`config.mk`:
```
export PLATFORM = sky130hd
export DESIGN_NAME = chp_front
export DESIGN_NICKNAME = d
export VERILOG_FILES = /design/src/sv/chp_pkg.sv /design/src/sv/chp_front.sv
export SDC_FILE = /design/constraint.sdc
export NUM_CORES = 1
export LEC_CHECK = 0
export BUFFER_PORTS_ARGS = -buffer_cell sky130_fd_sc_hd__buf_2
export CAP_MARGIN = 30
export CORE_MARGIN = 2
export CORE_UTILIZATION = 50
export CTS_BUF_LIST = sky130_fd_sc_hd__clkbuf_4 sky130_fd_sc_hd__clkbuf_8
export DETAILED_ROUTE_END_ITERATION = 10
export PLACE_DENSITY_LB_ADDON = 0.25
export SETUP_SLACK_MARGIN = 0.5
export SYNTH_ARGS = -nofsm -noshare
export SYNTH_HDL_FRONTEND = slang
export SYNTH_SLANG_ARGS = --single-unit
```
`constraint.sdc`:
```
create_clock -name clk -period 7.27 [get_ports clk]
set_clock_uncertainty 0.1 [all_clocks]
set_input_delay 1.0905 -clock clk [delete_from_list [all_inputs] [get_ports clk]]
set_output_delay 1.0905 -clock clk [all_outputs]
set_load 0.02 [all_outputs]
```
`src/sv/chp_pkg.sv`:
```
// shared types, sizes and codes of the chained hash table
package chp_pkg;

	// bucket heads and node pool; BUCKETS is a power of two, both at least 2
	localparam int BUCKETS = 1024;
	localparam int POOL    = 1024;
	localparam int BKT_W   = $clog2(BUCKETS);
	localparam int PA_W    = $clog2(POOL);
	localparam int NODE_W  = $clog2(POOL + 1);
	localparam logic [NODE_W-1:0] NULL_NODE = NODE_W'(POOL);
	localparam logic [31:0] ABSENT_VALUE = 32'hFFFF_FFFF;

	typedef enum logic [1:0] {
		OP_PUT    = 2'd0,
		OP_GET    = 2'd1,
		OP_REMOVE = 2'd2,
		OP_NONE   = 2'd3
	} op_t;

	typedef enum logic [2:0] {
		ST_UPDATED   = 3'd0,
		ST_INSERTED  = 3'd1,
		ST_FOUND     = 3'd2,
		ST_NOT_FOUND = 3'd3,
		ST_REMOVED   = 3'd4,
		ST_FULL      = 3'd5
	} status_t;

	typedef enum logic [2:0] {
		S_CLEAR,
		S_IDLE,
		S_HEAD,
		S_CMP,
		S_DECIDE,
		S_FREE,
		S_UNLINK,
		S_DONE
	} state_t;

	// classified request as it waits in the queue
	typedef struct packed {
		logic [1:0]       op;
		logic [31:0]      key;
		logic [31:0]      value;
		logic [BKT_W-1:0] bkt;
	} item_t;

	// queue head as seen by the back end
	typedef struct packed {
		logic  valid;
		item_t item;
	} queue_out_t;

endpackage

```
`src/sv/chp_front.sv`:
```
// front end: takes requests, works out the bucket, queues them
module chp_front (
	input  logic                clk,
	input  logic                arst_n,
	input  logic                s_tvalid,
	output logic                s_tready,
	input  logic [63:0]         s_tdata,
	input  logic [1:0]          s_tuser,
	output chp_pkg::queue_out_t qout,
	input  logic                pop
);
	import chp_pkg::*;

	item_t       mem_q [2];
	logic        wr_q;
	logic        rd_q;
	logic [1:0]  cnt_q;
	logic [31:0] key;
	logic [31:0] mag;
	item_t       item;
	logic        push;
	logic        take;

	// bucket from the key magnitude
	always_comb begin
		key        = s_tdata[31:0];
		mag        = key[31] ? (~key + 32'd1) : key;
		item.op    = s_tuser;
		item.key   = key;
		item.value = s_tdata[63:32];
		item.bkt   = mag[BKT_W-1:0];
	end

	assign s_tready   = (cnt_q != 2'd2);
	assign push       = s_tvalid && s_tready;
	assign take       = pop && (cnt_q != 2'd0);
	assign qout.valid = (cnt_q != 2'd0);
	assign qout.item  = mem_q[rd_q];

	// two entry queue
	always_ff @(posedge clk) begin
		if (push) begin
			mem_q[wr_q] <= item;
		end
	end

	always_ff @(posedge clk or negedge arst_n) begin
		if (!arst_n) begin
			wr_q  <= 1'b0;
			rd_q  <= 1'b0;
			cnt_q <= 2'd0;
		end else begin
			if (push) begin
				wr_q <= ~wr_q;
			end
			if (take) begin
				rd_q <= ~rd_q;
			end
			cnt_q <= cnt_q + {1'b0, push} - {1'b0, take};
		end
	end

endmodule

```
==> flow_metrics.tcl <==
set metrics [dict create \
    routed_wl_mm 9.86 \
    relSlewSlack_pct 40.9 \
    worst_r2r_endpoint "mem_q[0][3]" \
    holdCritPathClass "primary input to async pin" \
    max_freq_ghz 0.317 \
    port_buffers 147 \
    antenna_found_initial 0 \
    setup_viol_count_final 0 \
    first_iter_violations 138 \
    dpl.hpwl_mm 6.26 \
    cp_slowest_cell "dfrtp_4" \
    finalSetupTns_ns 0 \
    fin_ws_ns 4.12 \
    rr_worst_depth 4 \
    grt_start_max_net_pins 60 \
    power_frac_seq_pct 44.3 \
    n_antenna_cell 0 \
    path_max_fanout 55 \
    intPower_mw 1.96 \
    post_drt_wl_per_cell_um 16.5 \
    tritoncts "built" \
    via_count 3061 \
    synth_warnings 0 \
    power_density_nw_per_um2 406 \
    worst-setup-path-type "flop to output pin" \
    chipHeight_um 112 \
    p_clk_share_pct 22.2 \
    drv_cap 0 \
    final_common_cell "edfxtp_1" \
    dieWidth_um 112 \
    post-cts-setup-buffers 0 \
    rows 39 \
    syn-cell-area_sq_um 5840 \
    postRouteAntennaNets 0 \
    drt_first_pass_iters 6 \
    htreeDepth 4 \
    finalInstanceArea_sq_um 7160 \
    crit_chain "buf_16 -> mux2_2 -> buf_2" \
    clk_path_buf_depth 2 \
    final_cell_count_no_fill 598 \
    r2r_slack_ns 4.65 \
    grt_util_all_layers_pct 16.1 \
    startpoint_type "flop" \
    finalCriticalPeriod_ns 3.15 \
    final.period_utilization_pct 43.3 \
    syn_avg_cell_area_sq_um 20.7 \
    outcome "complete, no violations" \
    viasPerCell 5.12 \
    max_stage_delay_ns 0.64 \
    clock-root-buffer "clkbuf_8" \
    ys_seq_area_share_pct 78.9 \
    num_io_pins 148 \
    gp_congestion 0.719 \
    fillers 864 \
    clkSlewWorstSetupHoldPaths_ns 0.08 \
    grt.overflow.total 0 \
    synth_cell_types 25 \
    worstPathRequired_ns 6.08 \
    clk_latency_ns 0.42 \
    hold_buffers 0 \
    cts_buffers 17 \
    drcViolationCount 0 \
    clock_sinks 154 \
    slew_viol_final 0 \
    syn_inst 282 \
    layout-drive-gt1-share_pct 57.6 \
    nets 514 \
    coreArea_sq_um 11400 \
    end_kind "output pin" \
    dpl.cell_count 566 \
    tightest_slew_ns 0.884 \
    syn2layout_area_growth_pct 22.7 \
    ys_ff_latch 154 \
    leakage_nw 2.67 \
    hold_viol 0 \
    start_util_pct 51.1 \
    p_sw_mw 0.951 \
    grt_pass1_vias 3099 \
    die_area_sq_um 12600 \
    cts.repair.resized 0 \
    dp_slack_ns 3.98 \
    most-common-layout-cells "edfxtp_1 (150), buf_2 (147), mux2_2 (75)" \
    placed_area_sq_um 6750 \
    finalPower_mw 2.91 \
    rsz0062_at_grt "no" \
    synth_fp_nets 354 \
    arrival_ns 1.96 \
    pwr-share-comb_pct 33.5 \
    switching_share_pct 32.7 \
    vdd_drop_max_uv 259 \
    rr_startpoint "cnt_q[0]" \
    grt_pass1_wl_mm 15.5 \
]
## cell usage after synthesis
cell type | instances | area share (%)
edfxtp_1 | 150 | 77
nand2b_1 | 2 | 0.21
a311oi_1 | 1 | 0.15
nor4_4 | 1 | 0.36
buf_4 | 2 | 0.26
inv_1 | 3 | 0.19
nor2_1 | 5 | 0.32
a31oi_1 | 2 | 0.21
o21ai_0 | 2 | 0.17
buf_6 | 4 | 0.77
nand2_1 | 3 | 0.19
xnor2_1 | 6 | 0.90
or2_1 | 1 | 0.11
and3_1 | 1 | 0.11
buf_2 | 3 | 0.26
mux2_2 | 75 | 14
ha_1 | 2 | 0.43
nor3_1 | 2 | 0.17
xor2_1 | 5 | 0.75
or2_2 | 1 | 0.11
o41ai_2 | 1 | 0.28
a21bo_2 | 1 | 0.17
dfrtp_1 | 4 | 1.7
a32oi_1 | 1 | 0.15
a21oi_1 | 4 | 0.34
## power groups by stage
| stage | Combinational [mW] | Clock (mW) | Sequential, mW |
|---|---|---|---|
| 2_1_floorplan | 0.713 | 0 | 1.29 |
| 3_3_place_gp | 0.893 | 0 | 1.36 |
| 3_5_place_dp | 0.986 | 0 | 1.31 |
| 4_1_cts | 0.993 | 0.660 | 1.29 |
| 5_1_grt | 1.04 | 0.697 | 1.31 |
| 6_report | 0.975 | 0.645 | 1.29 |
## area by class of cell
cell class	instances	area, sq um	share of cell area, %
clock buffers	20	256	3.58
clock inverters	12	149	2.08
inverters	3	11.3	0.157
multi-input cells	116	1160	16.2
flip-flops and latches	154	4610	64.4
well taps	143	179	2.50
repair buffers	150	798	11.1
## routing by layer
metal / routed length, um / GRT usage (%) / vias up
li1: - / - / 1425
met4: 138 / 6.10 / 0
met5: 0 / 0 / -
met1: 4260 / 21.1 / 1518
met2: 4810 / 25.6 / 105
met3: 647 / 4.91 / 13
## stage by stage
step           util, %  hold WS [ns]
6_report          62.7         0.355
5_1_grt           62.7         0.329
4_1_cts           62.7         0.330
3_5_place_dp      59.1         0.472
3_3_place_gp      58.7         0.444
2_1_floorplan        -         0.360
## cell families after synthesis
logic type,share of synthesized area [%]
flip-flops,78.9
AND/OR/NAND/NOR,1.59
buffers and inverters,1.48
adder cells (fa/ha/maj),0.429
multiplexers,14.5
XOR/XNOR,1.65
AO/OA/AOI/OAI,1.48
## how the worst max path moves through the flow
stage	startpoint	to	slack [ns]	depth (start not counted)
finish	rd_q	qout[64]	4.12	3
detailed placement	s_tvalid	mem_q[0][65]	3.98	4
global placement	s_tvalid	mem_q[0][62]	4.03	4
floorplan	s_tvalid	mem_q[0][10]	2.36	2
CTS	rd_q	qout[46]	4.06	3
global route	rd_q	qout[64]	4.02	3
## state kept, by name, summed over array words and instances (netlist names)
| name | count |
|---|---|
| rd_q | 1 |
| cnt_q | 2 |
| mem_q | 150 |
| wr_q | 1 |
## critical path: cells and delay by family (launching register included)
| kind | cells | cell delay [ns] |
|---|---|---|
| DFF | 1 | 0.64 |
| buffers and inverters | 2 | 0.48 |
| muxes | 1 | 0.39 |
Power figures use the tool's default switching activity.
